$ cat config.mk
export PLATFORM = sky130hd
export DESIGN_NAME = bitmap_page_allocator
export DESIGN_NICKNAME = d
export VERILOG_FILES = /design/src/rtl/core/bpa_pkg.sv /design/src/rtl/core/bitmap_page_allocator.sv /design/src/rtl/core/bpa_seq.sv
export SDC_FILE = /design/constraint.sdc
export NUM_CORES = 1
export LEC_CHECK = 0
export ABC_AREA = 1
export BUFFER_PORTS_ARGS = -buffer_cell sky130_fd_sc_hd__buf_2
export CAP_MARGIN = 20
export CORE_MARGIN = 1
export CORE_UTILIZATION = 30
export CTS_CLUSTER_DIAMETER = 40
export DETAILED_ROUTE_END_ITERATION = 12
export SLEW_MARGIN = 20
export SYNTH_ARGS = -nofsm -noshare
export SYNTH_HDL_FRONTEND = slang
export SYNTH_HIERARCHICAL = 1
export SYNTH_SLANG_ARGS = --single-unit
$ cat constraint.sdc
create_clock -name clk -period 7.3 [get_ports clk]
set_input_delay 1.095 -clock clk [delete_from_list [all_inputs] [get_ports clk]]
set_output_delay 1.095 -clock clk [all_outputs]
set_load 0.1 [all_outputs]
$ cat src/rtl/core/bpa_pkg.sv
// Shared definitions for the bitmap page allocator: field widths, codes,
// the microcode program and its control word, and bitmap helper functions.
// No dependencies.
package bpa_pkg;

  localparam int PAGE_COUNT = 512;
  localparam int WORD_BITS  = 32;

  localparam int CFG_W      = 10;
  localparam int CFG_IDX_W  = 2;
  localparam int PAGE_W     = 9;
  localparam int COUNT_W    = 10;
  localparam int MODE_W     = 2;
  localparam int STATUS_W   = 2;
  localparam int STEP_W     = 3;
  localparam int ACT_W      = 3;
  localparam int COND_W     = 3;

  // Item modes.
  localparam logic [MODE_W-1:0] MODE_INIT  = 2'd0;
  localparam logic [MODE_W-1:0] MODE_ALLOC = 2'd1;
  localparam logic [MODE_W-1:0] MODE_FREE  = 2'd2;
  localparam logic [MODE_W-1:0] MODE_NOP   = 2'd3;

  // Result status codes.
  localparam logic [STATUS_W-1:0] ST_OK      = 2'd0;
  localparam logic [STATUS_W-1:0] ST_NO_FREE = 2'd1;
  localparam logic [STATUS_W-1:0] ST_RANGE   = 2'd2;

  // Configuration register indexes.
  localparam logic [CFG_IDX_W-1:0] CFG_FIRST_FREE = 2'd0;
  localparam logic [CFG_IDX_W-1:0] CFG_TOTAL      = 2'd1;

  // Microprogram steps.
  localparam logic [STEP_W-1:0] S_FETCH   = 3'd0;
  localparam logic [STEP_W-1:0] S_INIT    = 3'd1;
  localparam logic [STEP_W-1:0] S_FREE_RD = 3'd2;
  localparam logic [STEP_W-1:0] S_FREE_WR = 3'd3;
  localparam logic [STEP_W-1:0] S_ALLOC   = 3'd4;
  localparam logic [STEP_W-1:0] S_SCAN    = 3'd5;
  localparam logic [STEP_W-1:0] S_POST    = 3'd6;

  // Datapath actions.
  localparam logic [ACT_W-1:0] A_NONE        = 3'd0;
  localparam logic [ACT_W-1:0] A_ACCEPT      = 3'd1;
  localparam logic [ACT_W-1:0] A_INIT_WORD   = 3'd2;
  localparam logic [ACT_W-1:0] A_FREE_RD     = 3'd3;
  localparam logic [ACT_W-1:0] A_FREE_WR     = 3'd4;
  localparam logic [ACT_W-1:0] A_ALLOC_START = 3'd5;
  localparam logic [ACT_W-1:0] A_SCAN        = 3'd6;
  localparam logic [ACT_W-1:0] A_POST        = 3'd7;

  // Jump conditions.
  localparam logic [COND_W-1:0] C_NEVER      = 3'd0;
  localparam logic [COND_W-1:0] C_ALWAYS     = 3'd1;
  localparam logic [COND_W-1:0] C_DISPATCH   = 3'd2;
  localparam logic [COND_W-1:0] C_LAST_WORD  = 3'd3;
  localparam logic [COND_W-1:0] C_COUNT_ZERO = 3'd4;
  localparam logic [COND_W-1:0] C_SCAN_DONE  = 3'd5;
  localparam logic [COND_W-1:0] C_OUT_FREE   = 3'd6;

  typedef struct packed {
    logic [ACT_W-1:0]  act;
    logic [COND_W-1:0] cond;
    logic              hold;    // stay on this step while the condition is false
    logic [STEP_W-1:0] target;
  } bpa_ctl_t;

  typedef struct packed {
    logic              in_xfer;
    logic [MODE_W-1:0] mode;
    logic              last_word;
    logic              count_zero;
    logic              scan_done;
    logic              out_free;
  } bpa_cond_t;

  function automatic bpa_ctl_t ucode_rom(input logic [STEP_W-1:0] step);
    bpa_ctl_t w;
    unique case (step)
      S_FETCH:   w = '{act: A_ACCEPT,      cond: C_DISPATCH,   hold: 1'b1, target: S_FETCH};
      S_INIT:    w = '{act: A_INIT_WORD,   cond: C_LAST_WORD,  hold: 1'b1, target: S_POST};
      S_FREE_RD: w = '{act: A_FREE_RD,     cond: C_NEVER,      hold: 1'b0, target: S_FETCH};
      S_FREE_WR: w = '{act: A_FREE_WR,     cond: C_ALWAYS,     hold: 1'b0, target: S_POST};
      S_ALLOC:   w = '{act: A_ALLOC_START, cond: C_COUNT_ZERO, hold: 1'b0, target: S_POST};
      S_SCAN:    w = '{act: A_SCAN,        cond: C_SCAN_DONE,  hold: 1'b1, target: S_POST};
      S_POST:    w = '{act: A_POST,        cond: C_OUT_FREE,   hold: 1'b1, target: S_FETCH};
      default:   w = '{act: A_NONE,        cond: C_ALWAYS,     hold: 1'b0, target: S_FETCH};
    endcase
    return w;
  endfunction

  function automatic logic [STEP_W-1:0] dispatch(input logic [MODE_W-1:0] mode);
    logic [STEP_W-1:0] s;
    unique case (mode)
      MODE_INIT:  s = S_INIT;
      MODE_ALLOC: s = S_ALLOC;
      MODE_FREE:  s = S_FREE_RD;
      MODE_NOP:   s = S_POST;
      default:    s = S_POST;
    endcase
    return s;
  endfunction

  // Bits of word w whose page number lies below thr.
  function automatic logic [WORD_BITS-1:0] word_mask(input logic [31:0] w,
                                                      input logic [CFG_W-1:0] thr);
    logic [31:0] tw;
    logic [WORD_BITS-1:0] m;
    tw = 32'(thr[CFG_W-1:5]);
    if (w < tw) begin
      m = '1;
    end else if (w == tw) begin
      m = (32'd1 << thr[4:0]) - 32'd1;
    end else begin
      m = '0;
    end
    return m;
  endfunction

  // Index of a one-hot word.
  function automatic logic [4:0] onehot_index(input logic [WORD_BITS-1:0] oh);
    logic [4:0] idx;
    idx = '0;
    for (int i = 0; i < WORD_BITS; i++) begin
      if (oh[i]) begin
        idx = idx | 5'(i);
      end
    end
    return idx;
  endfunction

endpackage

$ cat src/rtl/core/bitmap_page_allocator.sv
// Top level of the bitmap page allocator: configuration registers, free
// bitmap memory with per-word valid bits, and the datapath run by bpa_seq.
// Uses bpa_pkg and bpa_seq.
//
//  channel  signals                              direction  moves
//  input    in_valid/in_ready, mode, page_in     in         one request
//  output   out_valid/out_ready, page_out,       out        one result
//           status, free_pages
//  config   cfg_valid/cfg_ready, cfg_index,      in         one register write
//           cfg_data
//
// One item at a time. A no-op goes straight to the output step; a free reads
// its bitmap word and writes it back; an allocate scans word by word, not at
// all when the count is zero; an initialize writes every word in use. The scan
// and the initialize fill go through the bitmap memory, one word a cycle.
// Reset clears the valid bits at once, so there is no clearing pass.
// A result waiting on out_ready holds the sequencer at its output step, and
// register writes are taken only while the block waits for an input transfer.
module bitmap_page_allocator
  import bpa_pkg::*;
(
  input  logic                 clk,
  input  logic                 rst,
  input  logic                 in_valid,
  output logic                 in_ready,
  input  logic [MODE_W-1:0]    mode,
  input  logic [PAGE_W-1:0]    page_in,
  output logic                 out_valid,
  input  logic                 out_ready,
  output logic [PAGE_W-1:0]    page_out,
  output logic [STATUS_W-1:0]  status,
  output logic [COUNT_W-1:0]   free_pages,
  input  logic                 cfg_valid,
  output logic                 cfg_ready,
  input  logic [CFG_IDX_W-1:0] cfg_index,
  input  logic [CFG_W-1:0]     cfg_data
);

  localparam int NUM_WORDS = PAGE_COUNT / WORD_BITS;
  localparam int WIDX      = (NUM_WORDS > 1) ? $clog2(NUM_WORDS) : 1;
  localparam logic [CFG_W-1:0] PAGE_CAP = (PAGE_COUNT > 1023) ? 10'd1023 : 10'(PAGE_COUNT);

  bpa_ctl_t  ctl;
  bpa_cond_t cond;

  logic [CFG_W-1:0]     first_free_page;
  logic [CFG_W-1:0]     total_pages;
  logic [COUNT_W-1:0]   free_count;
  logic [WIDX-1:0]      scan_word;
  logic [NUM_WORDS-1:0] valid;

  logic [WORD_BITS-1:0] mem [NUM_WORDS];
  logic [WORD_BITS-1:0] rdata;
  logic                 rvalid;

  logic [PAGE_W-1:0]    page_q;
  logic [WIDX-1:0]      cursor;
  logic [WIDX-1:0]      iter;
  logic [PAGE_W-1:0]    res_page;
  logic [STATUS_W-1:0]  res_status;

  logic [CFG_W-1:0]     t_eff;
  logic [CFG_W:0]       t_round;
  logic [5:0]           words_used;
  logic [31:0]          cursor_inc;
  logic [WIDX-1:0]      cursor_next;
  logic [WIDX-1:0]      start_w;
  logic [31:0]          page_word32;
  logic [WIDX-1:0]      page_word;
  logic                 page_ok;
  logic [WORD_BITS-1:0] rword;
  logic [WORD_BITS-1:0] scan_bits;
  logic [WORD_BITS-1:0] iso;
  logic                 found;
  logic [4:0]           bit_idx;
  logic [31:0]          alloc_page;
  logic [WORD_BITS-1:0] init_bits;
  logic [COUNT_W-1:0]   init_count;
  logic                 last_init;
  logic                 scan_last;
  logic                 out_free;
  logic                 in_xfer;

  logic [WIDX-1:0]      rd_addr;
  logic                 we;
  logic [WIDX-1:0]      waddr;
  logic [WORD_BITS-1:0] wdata;
  logic                 clear_valid;

  bpa_seq u_seq (
    .clk  (clk),
    .rst  (rst),
    .cond (cond),
    .ctl  (ctl)
  );

  assign in_ready  = (ctl.act == A_ACCEPT);
  assign in_xfer   = in_valid & in_ready;
  assign cfg_ready = in_ready;
  assign out_free  = ~out_valid | out_ready;

  // Page count in use and the number of bitmap words it covers.
  assign t_eff      = (total_pages > PAGE_CAP) ? PAGE_CAP : total_pages;
  assign t_round    = {1'b0, t_eff} + 11'd31;
  assign words_used = t_round[CFG_W:5];

  assign cursor_inc  = 32'(cursor) + 32'd1;
  assign cursor_next = (cursor_inc >= 32'(words_used)) ? '0 : cursor_inc[WIDX-1:0];
  assign start_w     = (32'(scan_word) < 32'(words_used)) ? scan_word : '0;

  assign page_word32 = 32'(page_q) >> 5;
  assign page_word   = page_word32[WIDX-1:0];
  assign page_ok     = {1'b0, page_q} < t_eff;

  // A word never written since reset or the last initialize reads as zero.
  assign rword     = rvalid ? rdata : '0;
  assign scan_bits = rword & word_mask(32'(cursor), t_eff);
  assign found     = |scan_bits;
  assign iso       = scan_bits & (~scan_bits + 32'd1);
  assign bit_idx   = onehot_index(iso);
  assign alloc_page = (32'(cursor) << 5) | 32'(bit_idx);

  assign init_bits  = word_mask(32'(cursor), t_eff) & ~word_mask(32'(cursor), first_free_page);
  assign init_count = (t_eff > first_free_page) ? (t_eff - first_free_page) : '0;
  assign last_init  = cursor_inc >= 32'(words_used);
  assign scan_last  = (32'(iter) + 32'd1) >= 32'(words_used);

  always_comb begin
    cond.in_xfer    = in_xfer;
    cond.mode       = mode;
    cond.last_word  = last_init;
    cond.count_zero = (free_count == '0);
    cond.scan_done  = found | scan_last;
    cond.out_free   = out_free;
  end

  // Memory port control.
  always_comb begin
    rd_addr     = cursor;
    we          = 1'b0;
    waddr       = cursor;
    wdata       = init_bits;
    clear_valid = 1'b0;
    unique case (ctl.act)
      A_INIT_WORD: begin
        we          = 1'b1;
        clear_valid = (cursor == '0);
      end
      A_FREE_RD: begin
        rd_addr = page_word;
      end
      A_FREE_WR: begin
        we    = page_ok;
        waddr = page_word;
        wdata = rword | (32'd1 << page_q[4:0]);
      end
      A_ALLOC_START: begin
        rd_addr = start_w;
      end
      A_SCAN: begin
        // Prefetch the next word while testing this one.
        rd_addr = cursor_next;
        we      = found;
        wdata   = rword & ~iso;
      end
      default: begin
        rd_addr = cursor;
      end
    endcase
  end

  always_ff @(posedge clk) begin
    if (we) begin
      mem[waddr] <= wdata;
    end
    rdata  <= mem[rd_addr];
    rvalid <= valid[rd_addr];
  end

  // Control state.
  always_ff @(posedge clk) begin
    if (rst) begin
      first_free_page <= 10'd1;
      total_pages     <= 10'd512;
      free_count      <= '0;
      scan_word       <= '0;
      valid           <= '0;
      out_valid       <= 1'b0;
    end else begin
      if (cfg_valid && cfg_ready) begin
        if (cfg_index == CFG_FIRST_FREE) begin
          first_free_page <= cfg_data;
        end else if (cfg_index == CFG_TOTAL) begin
          total_pages <= cfg_data;
        end
      end
      if (we) begin
        // The first word of an initialize drops every other word back to zero.
        if (clear_valid) begin
          valid <= {{(NUM_WORDS-1){1'b0}}, 1'b1};
        end else begin
          valid[waddr] <= 1'b1;
        end
      end
      if ((ctl.act == A_POST) && out_free) begin
        out_valid <= 1'b1;
      end else if (out_valid && out_ready) begin
        out_valid <= 1'b0;
      end
      unique case (ctl.act)
        A_INIT_WORD: begin
          free_count <= init_count;
        end
        A_FREE_WR: begin
          if (page_ok && (free_count < t_eff)) begin
            free_count <= free_count + 1'b1;
          end
        end
        A_SCAN: begin
          if (found) begin
            scan_word  <= cursor;
            free_count <= free_count - 1'b1;
          end
        end
        default: begin
          free_count <= free_count;
        end
      endcase
    end
  end

  // Datapath registers.
  always_ff @(posedge clk) begin
    unique case (ctl.act)
      A_ACCEPT: begin
        if (in_xfer) begin
          page_q     <= page_in;
          cursor     <= '0;
          res_page   <= '0;
          res_status <= ST_OK;
        end
      end
      A_INIT_WORD: begin
        cursor <= cursor + 1'b1;
      end
      A_FREE_WR: begin
        if (!page_ok) begin
          res_status <= ST_RANGE;
        end
      end
      A_ALLOC_START: begin
        if (free_count == '0) begin
          res_status <= ST_NO_FREE;
        end
        cursor <= start_w;
        iter   <= '0;
      end
      A_SCAN: begin
        if (found) begin
          res_page <= alloc_page[PAGE_W-1:0];
        end else begin
          cursor <= cursor_next;
          iter   <= iter + 1'b1;
          if (scan_last) begin
            res_status <= ST_NO_FREE;
          end
        end
      end
      A_POST: begin
        if (out_free) begin
          page_out   <= res_page;
          status     <= res_status;
          free_pages <= free_count;
        end
      end
      default: begin
        cursor <= cursor;
      end
    endcase
  end

  // Only one item is in flight: the step after a transfer never accepts.
  a_one_item: assert property (@(posedge clk) disable iff (rst)
    (in_valid && in_ready) |=> !in_ready)
    else $error("input accepted twice in a row");

  a_post_only: assert property (@(posedge clk) disable iff (rst)
    $rose(out_valid) |-> $past(ctl.act == A_POST))
    else $error("result raised outside the output step");

  a_fail_page: assert property (@(posedge clk) disable iff (rst)
    (out_valid && (status != ST_OK)) |-> (page_out == '0))
    else $error("failed result carries a page number");

  a_ptr_range: assert property (@(posedge clk) disable iff (rst)
    in_ready |-> (32'(scan_word) < NUM_WORDS))
    else $error("scan pointer outside the bitmap");

endmodule

$ cat src/rtl/core/bpa_seq.sv
// Microcode sequencer of the page allocator: step counter, program ROM and
// conditional jump logic. Uses bpa_pkg.
module bpa_seq
  import bpa_pkg::*;
(
  input  logic      clk,
  input  logic      rst,
  input  bpa_cond_t cond,
  output bpa_ctl_t  ctl
);

  logic [STEP_W-1:0] pc;
  logic [STEP_W-1:0] pc_next;
  logic [STEP_W-1:0] target;
  logic              taken;

  assign ctl = ucode_rom(pc);

  always_comb begin
    unique case (ctl.cond)
      C_NEVER:      taken = 1'b0;
      C_ALWAYS:     taken = 1'b1;
      C_DISPATCH:   taken = cond.in_xfer;
      C_LAST_WORD:  taken = cond.last_word;
      C_COUNT_ZERO: taken = cond.count_zero;
      C_SCAN_DONE:  taken = cond.scan_done;
      C_OUT_FREE:   taken = cond.out_free;
      default:      taken = 1'b0;
    endcase
    // A dispatch jump takes its target from the mode of the arriving item.
    target = (ctl.cond == C_DISPATCH) ? dispatch(cond.mode) : ctl.target;
    if (taken) begin
      pc_next = target;
    end else if (ctl.hold) begin
      pc_next = pc;
    end else begin
      pc_next = pc + 1'b1;
    end
  end

  always_ff @(posedge clk) begin
    if (rst) begin
      pc <= S_FETCH;
    end else begin
      pc <= pc_next;
    end
  end

endmodule

## Word-level counts from Yosys, hierarchy flattened

Memory sizes are Yosys's and may differ from the RTL's. A register that Yosys moved wholly into a read port is not among the register bits.
Index checks and enable logic that the tools add are counted.

| storage, ports and cells | value |
|---|---|
| flip-flop bits (word level) | 104 |
| bits in latches | 0 |
| memory bits (writable) | 512 |
| bits in read-only memories | 0 |
| bits of input ports | 28 |
| output and inout bits | 24 |
| logic and storage cells | 257 |
| memories | 1 |

| operators by class | value |
|---|---|
| add/sub/neg operators | 12 |
| multipliers | 0 |
| divide/modulo/power cells | 0 |
| magnitude comparators | 12 |
| equal/unequal tests | 36 |
| shifts and indexed selects | 3 |
| mux-type cells | 130 |
| bitwise gates (word level) | 14 |
| reduce and logical (&&, ||, !) cells | 33 |

Memory list:

| memory | words | bits a word | rd ports | clocked after Yosys merged registers in | wr ports | RTL line | RTL |
|---|---|---|---|---|---|---|---|
| mem | 16 | 32 | 1 | 1 | 1 | bitmap_page_allocator.sv:52 | `logic [WORD_BITS-1:0] mem [NUM_WORDS];` |

Operator list:

| cell | count |
|---|---|
| 10-bit two-way mux | 25 |
| 32-bit two-way mux | 7 |
| 32-bit AND | 4 |
| 32-bit inverter | 3 |
| 1-bit by 5-bit left shift with 32-bit output (first input constant) | 3 |
| 4-bit two-way mux | 22 |
| 16-bit two-way mux | 5 |
| 5-bit two-way mux | 16 |
| 9-bit two-way mux | 8 |
| 10-bit case mux with 7 select lines | 1 |
| 32-bit case mux with 2 select lines | 1 |
| 32-bit by 1-bit subtractor with 32-bit output (second input constant) | 2 |
| 32-bit by 1-bit adder with 32-bit output (second input constant) | 1 |
| 32-bit bitwise OR | 1 |
| 32-bit OR reduction | 1 |
| 3-bit == test (second input constant) | 10 |
| 2-bit two-way mux | 15 |
| 10-bit case mux with 3 select lines | 1 |
| 3-bit two-way mux | 8 |
| 3-bit by 2-bit == test with 1-bit output (second input constant) | 6 |
| 9-bit case mux with 2 select lines | 1 |
| 16-bit bitwise OR | 1 |
| 4-bit case mux with 4 select lines | 1 |
| 2-bit nonzero test | 8 |
| 46 further kinds | 89 |

## Longest topological paths before layout

Gate-level depths: netlist of run 1.

| logic depth | value |
|---|---|
| depth in word-level cells | 46 |
| depth in mapped cells | 37 |
| gate-level depth less buffers | 35 |

## Hierarchy

The synthesis of run 1 kept the hierarchy.

Modules (own cells, without submodules):

| module | instances | cells each | area an instance (um^2) |
|---|---|---|---|
| bitmap_page_allocator | 1 | 3629 | 33104.2 |
| bpa_seq | 1 | 81 | 496.7 |

## Worst setup path after synthesis of run 1

No wires, ideal clock.

| timing | value |
|---|---|
| kind | register -> register |
| from | register total_pages[2] |
| to | memory mem[1][0], enable pin |
| data arrival time | 5.365 ns |
| required time | 6.839 ns |
| slack | 1.474 ns |
| cell stages (with the launch flop) | 27 |
| clock period less this slack | 5.826 ns |
| cells stage by stage | dfxtp_1 buf_4 or2_1 nor2_1 nand2_1 nand2_4 inv_1 nor2_1 inv_1 ha_1 nand2_1 inv_1 nand3_1 inv_1 buf_4 buf_4 buf_2 nand2_1 o31ai_1 nand2_1 nand2_2 nor2_4 nand3_2 nand2_4 inv_4 nor2_8 nor3_1 |

| between the ends | value |
|---|---|
| word-level cells in the longest chain between the ends | 12 |

Ends and longest elaborated chain:

| element | RTL line | RTL |
|---|---|---|
| from (decl) | bitmap_page_allocator.sv:47 | `logic [CFG_W-1:0] total_pages;` |
| from (signal assigned) | bitmap_page_allocator.sv:194 | `total_pages <= cfg_data;` |
| 10-bit greater-than comparator | bitmap_page_allocator.sv:103 | `assign t_eff = (total_pages > PAGE_CAP) ? PAGE_CAP : total_pages;` |
| 10-bit two-way mux * | bitmap_page_allocator.sv:103 |  |
| 1-bit by 5-bit left shift with 32-bit output | bpa_pkg.sv:114 | `m = (32'd1 << thr[4:0]) - 32'd1;` |
| 32-bit by 1-bit subtractor with 32-bit output | bpa_pkg.sv:114 |  |
| 32-bit two-way mux | bpa_pkg.sv:113 | `end else if (w == tw) begin` |
| 32-bit two-way mux (2 in series) | bpa_pkg.sv:111 | `if (w < tw) begin` |
| 32-bit AND | bitmap_page_allocator.sv:117 | `assign scan_bits = rword & word_mask(32'(cursor), t_eff);` |
| 32-bit OR reduction | bitmap_page_allocator.sv:118 | `assign found = \|scan_bits;` |
| 1-bit case mux with 3 select lines * | bitmap_page_allocator.sv:144 | `unique case (ctl.act)` |
| 1-bit two-way mux * | bitmap_page_allocator.sv:173 | `if (we) begin` |
| 1-bit two-way mux (implied by the code) * | bitmap_page_allocator.sv:174 | `mem[waddr] <= wdata;` |
| to (decl) | bitmap_page_allocator.sv:52 |  |

Mark *: on every way between the ends. The rest lies on a longest branch, timed or not. The select of a mux whose other input is x is not followed.

## Worst setup path after layout of run 1

| timing | value |
|---|---|
| from | register total_pages[4] |
| to | memory mem[8][0], enable pin |

Same word-level chain as after synthesis.

==> qor.yml, run 1 <==
run_status:
  status: "finished clean"
worst_setup_path:
  worst_path_largest_cell_delay_ps: 650
  cp-end-kind: "register"
  required_ps: 7640
  critPathMaxFanout: 36
  start_kind: "register"
  crit_top_cell: "inv_1"
  criticalPathCategory: "reg -> reg"
  arrival_ps: 5890
  slowest_stage: "dfxtp_1"
  r2r_cells: 27
sta:
  max_slew.worst_pin.slew_ps: 1152
  final-setup-viol-count: 0
  min_period_ps: 5549
  layout_setup_ws_ps: 1751
  final_hold_viol_count: 0
  rsz0062_at_grt: "no"
  slew_headroom: 0.2321
  slew_violations: 0
  tns_ps: 0
  finClkSkew_ps: 51.87
  max_freq_ghz: 0.1802
  fin_crit_sh: 0.7602
clock_network:
  cts_tree: "done"
  root_buffer: "clkbuf_16"
  numCtsBuffers: 91
  cts_htree_levels: 3
  clock_latency_ps: 670
  clk_pin_slew_ps: 50
  ctsHoldBuffers: 0
  cts_resized: 0
  clockBufferDepth: 3
  cts_setup_buffers: 0
  clock-sinks: 648
synth:
  syn_area_um2: 33580
  syn_nets: 3807
  synth_cells: 3707
  synth.avg_cell_area_um2: 9.059
  yosys_warnings: 6
route:
  vias: 26250
  first_pass_iters: 6
  drt_iter0_markers: 2448
  post_drt_wl_per_cell_um: 18.79
  drc_errors: 0
  wirelength_um: 99430
  via_per_inst: 4.960
  ant_nets: 0
final_layout:
  final_nets: 3826
  area_growth_pct: 15.04
  drive_above_1_share: 0.1130
  utilization: 0.3486
  diodes: 0
flow_run:
  maxCapViolCount: 0
global_routing:
  overflow: 0
  first_global_vias: 24790
  antenna_found_initial: 3
  grt_pass1_wl_um: 151500
  gr-usage-all-layers: 0.1739
  grt_max_degree: 202
min_path:
  whs_path_depth: 0
  hold_path_class: "reg -> reg"
placed_design:
  place_congestion: 0.9778
  place_ws_ps: 1789
  io_buffers: 51
  dpl.hpwl_um: 61580
die:
  ioPinCount: 52
  placementRows: 122
  core_area_um2: 110800
  die_y_um: 336.6
  die_x_um: 336.6
  initial_core_util: 0.3030
  die_area_um2: 113300
## area by class of cell
class                           count  area, µm²
Fill cell                       11260      72190
Timing Repair Buffer              113      795.8
Clock inverter                     68      730.7
Sequential cell                   648      18590
Clock buffer                      103       2342
Multi-Input combinational cell   2409      12570
Tap cell                         1488       1862
Inverter                          463       1748
## cells in the final DEF (no fill, tap or decap), types with 25 or more instances in the layout
cell       count
inv_1        442
nand3b_1     128
nand4_1       38
nand2_2       34
clkbuf_16     91
o21ai_0       87
edfxtp_1     561
a21oi_1      120
nor3_1        25
buf_4         55
nand3_1      635
nor2_1       211
buf_2         51
nand2_1      857
ha_1          70
dfxtp_1       87
clkinv_2      25
## flip-flops by register name (all words and copies together), names as in the netlist
| signal | count |
|---|---|
| cursor | 4 |
| first_free_page | 10 |
| free_count | 10 |
| free_pages | 10 |
| iter | 4 |
| mem | 512 |
| out_valid | 1 |
| page_out | 9 |
| page_q | 9 |
| rdata | 32 |
| res_page | 9 |
| res_status | 2 |
| rvalid | 1 |
| scan_word | 4 |
| status | 2 |
| total_pages | 10 |
| u_seq/pc | 3 |
| valid | 16 |
## worst max-delay path: cells and delay by family, from the launching register on
kind / cells / cell delay (ps)
buffers and inverters: 8 / 1390
adder cells (fa/ha/maj): 1 / 270
AO/OA/AOI/OAI: 1 / 160
AND/OR/NAND/NOR: 17 / 2720
flip-flops: 1 / 650
## metal layers
layer	up-vias	wire [µm]	global-route usage
li1	12590	-	-
met1	12450	44620	0.2460
met2	1045	44790	0.2741
met3	160	7361	0.02381
met4	0	2662	0.05397
met5	-	0	0
## per-stage QoR
step	cell area (µm²)	instances	hold WS, ps
detailed placement	35540	5120	441.2
global route	38630	5292	457.7
floorplan	33580	3707	400.3
finish	38630	5292	440.4
CTS	38610	5291	454.6
global placement	35520	5119	430.1
## final timing paths
path | startpoint | to | slack [ps]
max | total_pages[4]$_SDFFE_PP0P_ | mem[8][0]$_DFFE_PP_ | 1750
min | res_page[2]$_SDFFCE_PN0P_ | page_out[2]$_DFFE_PP_ | 440
max reg2reg | total_pages[4]$_SDFFE_PP0P_ | mem[8][0]$_DFFE_PP_ | 1750
min reg2reg | res_page[2]$_SDFFCE_PN0P_ | page_out[2]$_DFFE_PP_ | 440
Power of run 1 is left out: the tool's default activity adds up to more than one toggle a clock period on the data nets, which glitch-free logic cannot reach.
==> inputs of run 2 (changes only) <==
==> constraint.sdc (replaced) <==
create_clock -name clk -period 5.4 [get_ports clk]
set_input_delay 0.81 -clock clk [delete_from_list [all_inputs] [get_ports clk]]
set_output_delay 0.81 -clock clk [all_outputs]
set_load 0.1 [all_outputs]
==> run 2 against run 1 <==
Clock skew is 4.5 ps lower. Flip-flop and latch count did not move. Register-to-register slack lost 1300 ps. Via count increased by 1.2%. Critical path depth grew 4.
==> qor.yml, run 2 (synthesis results as in run 1) <==
run_status:
  status: "finished clean"
clock_network:
  numCtsBuffers: 91
  root_buffer: "clkbuf_16"
  clockBufferDepth: 3
  cts_resized: 0
  clock-sinks: 648
  clock_latency_ps: 680
  ctsHoldBuffers: 0
  cts_tree: "done"
  cts_htree_levels: 3
  clk_pin_slew_ps: 50
  cts_setup_buffers: 0
sta:
  fin_crit_sh: 0.9215
  finClkSkew_ps: 47.40
  final_hold_viol_count: 0
  slew_headroom: 0.3208
  slew_violations: 0
  rsz0062_at_grt: "no"
  max_freq_ghz: 0.2010
  final-setup-viol-count: 0
  max_slew.worst_pin.slew_ps: 1013
  min_period_ps: 4976
  tns_ps: 0
global_routing:
  first_global_vias: 24740
  gr-usage-all-layers: 0.1787
  grt_pass1_wl_um: 155200
  antenna_found_initial: 4
  overflow: 0
  grt_max_degree: 163
route:
  via_per_inst: 4.994
  ant_nets: 0
  drc_errors: 0
  drt_iter0_markers: 2857
  wirelength_um: 102600
  post_drt_wl_per_cell_um: 19.29
  first_pass_iters: 5
  vias: 26570
final_layout:
  area_growth_pct: 16.67
  top_regs: "mem: 512 flops, rdata: 32 flops, valid: 16 flops"
  drive_above_1_share: 0.1177
  final_nets: 3855
  diodes: 0
  fillers: 11290
  layout_common_cells: "nand2_1, nand3_1, edfxtp_1"
  regMostFlops: "mem"
  final_common_cell: "nand2_1"
  largest_reg_flops: 512
worst_setup_path:
  cp-end-kind: "register"
  crit_top_cell: "nand2_1"
  slowest_stage: "dfxtp_1"
  arrival_ps: 5330
  required_ps: 5760
  worst_path_largest_cell_delay_ps: 440
  criticalPathCategory: "reg -> reg"
  start_kind: "register"
  critPathMaxFanout: 18
die:
  initial_core_util: 0.3030
  core_area_um2: 110800
  die_area_um2: 113300
  placementRows: 122
  die_y_um: 336.6
  ioPinCount: 52
  die_x_um: 336.6
placed_design:
  io_buffers: 51
  dpl.hpwl_um: 67180
  place_congestion: 0.9284
min_path:
  hold_path_class: "in -> reg"
flow_run:
  maxCapViolCount: 0
-- run 2: changes by cell type in the layout (fill, tap and decap cells not counted), sizes merged --
| cell | previous run | this run |
|---|---|---|
| inv | 473 | 476 |
| clkinv | 42 | 25 |
| bufinv | 8 | 11 |
| buf | 112 | 141 |
| clkbuf | 104 | 118 |
| clkinvlp | 8 | 4 |
-- run 2: worst paths after layout --
check	from	end	slack, ps	cells after the start
min reg2reg	res_page[3]$_SDFFCE_PN0P_	page_out[3]$_DFFE_PP_	420	0
max	total_pages[2]$_SDFFE_PP0P_	mem[9][25]$_DFFE_PP_	420	31
max reg2reg	total_pages[2]$_SDFFE_PP0P_	mem[9][25]$_DFFE_PP_	420	31
min	page_in[8]	page_q[8]$_DFFE_PP_	330	1
-- run 2: per-stage QoR --
step                utilization  hold WS (ps)  cells  setup WS (ps)  area, µm²
floorplan                     -         400.3   3707         -426.0      33580
detailed placement       0.3244         413.8   5148          500.0      35950
global route             0.3535         305.4   5320          91.02      39180
global placement         0.3244         405.0   5148          493.9      35950
CTS                      0.3534         291.2   5318          472.2      39170
finish                   0.3535         333.8   5320          423.6      39180
-- run 2: metal layers --
| layer | track usage | share of wire | vias up |
|---|---|---|---|
| met4 | 0.05435 | 0.026 | 0 |
| li1 | - | - | 12640 |
| met3 | 0.02835 | 0.075 | 161 |
| met2 | 0.2707 | 0.44 | 1021 |
| met1 | 0.2602 | 0.46 | 12740 |
| met5 | 0 | 0 | - |
-- run 2: cell type report --
type                            instances  area, µm²  area share
Multi-Input combinational cell       2409      12530      0.3199
Clock inverter                         53      733.2     0.01871
Inverter                              463       1748     0.04461
Sequential cell                       648      18590      0.4744
Timing Repair Buffer                  142       1239     0.03162
Clock buffer                          117       2477     0.06323
Tap cell                             1488       1862     0.04752
-- run 2: critical path, delay by kind of cell, from the launching register on --
| kind | cells | cell delay (ps) |
|---|---|---|
| fa+ha+maj | 1 | 300 |
| buf+inv | 8 | 1030 |
| flops | 1 | 440 |
| simple gates | 22 | 2890 |
Power of run 2 is left out for the same reason.
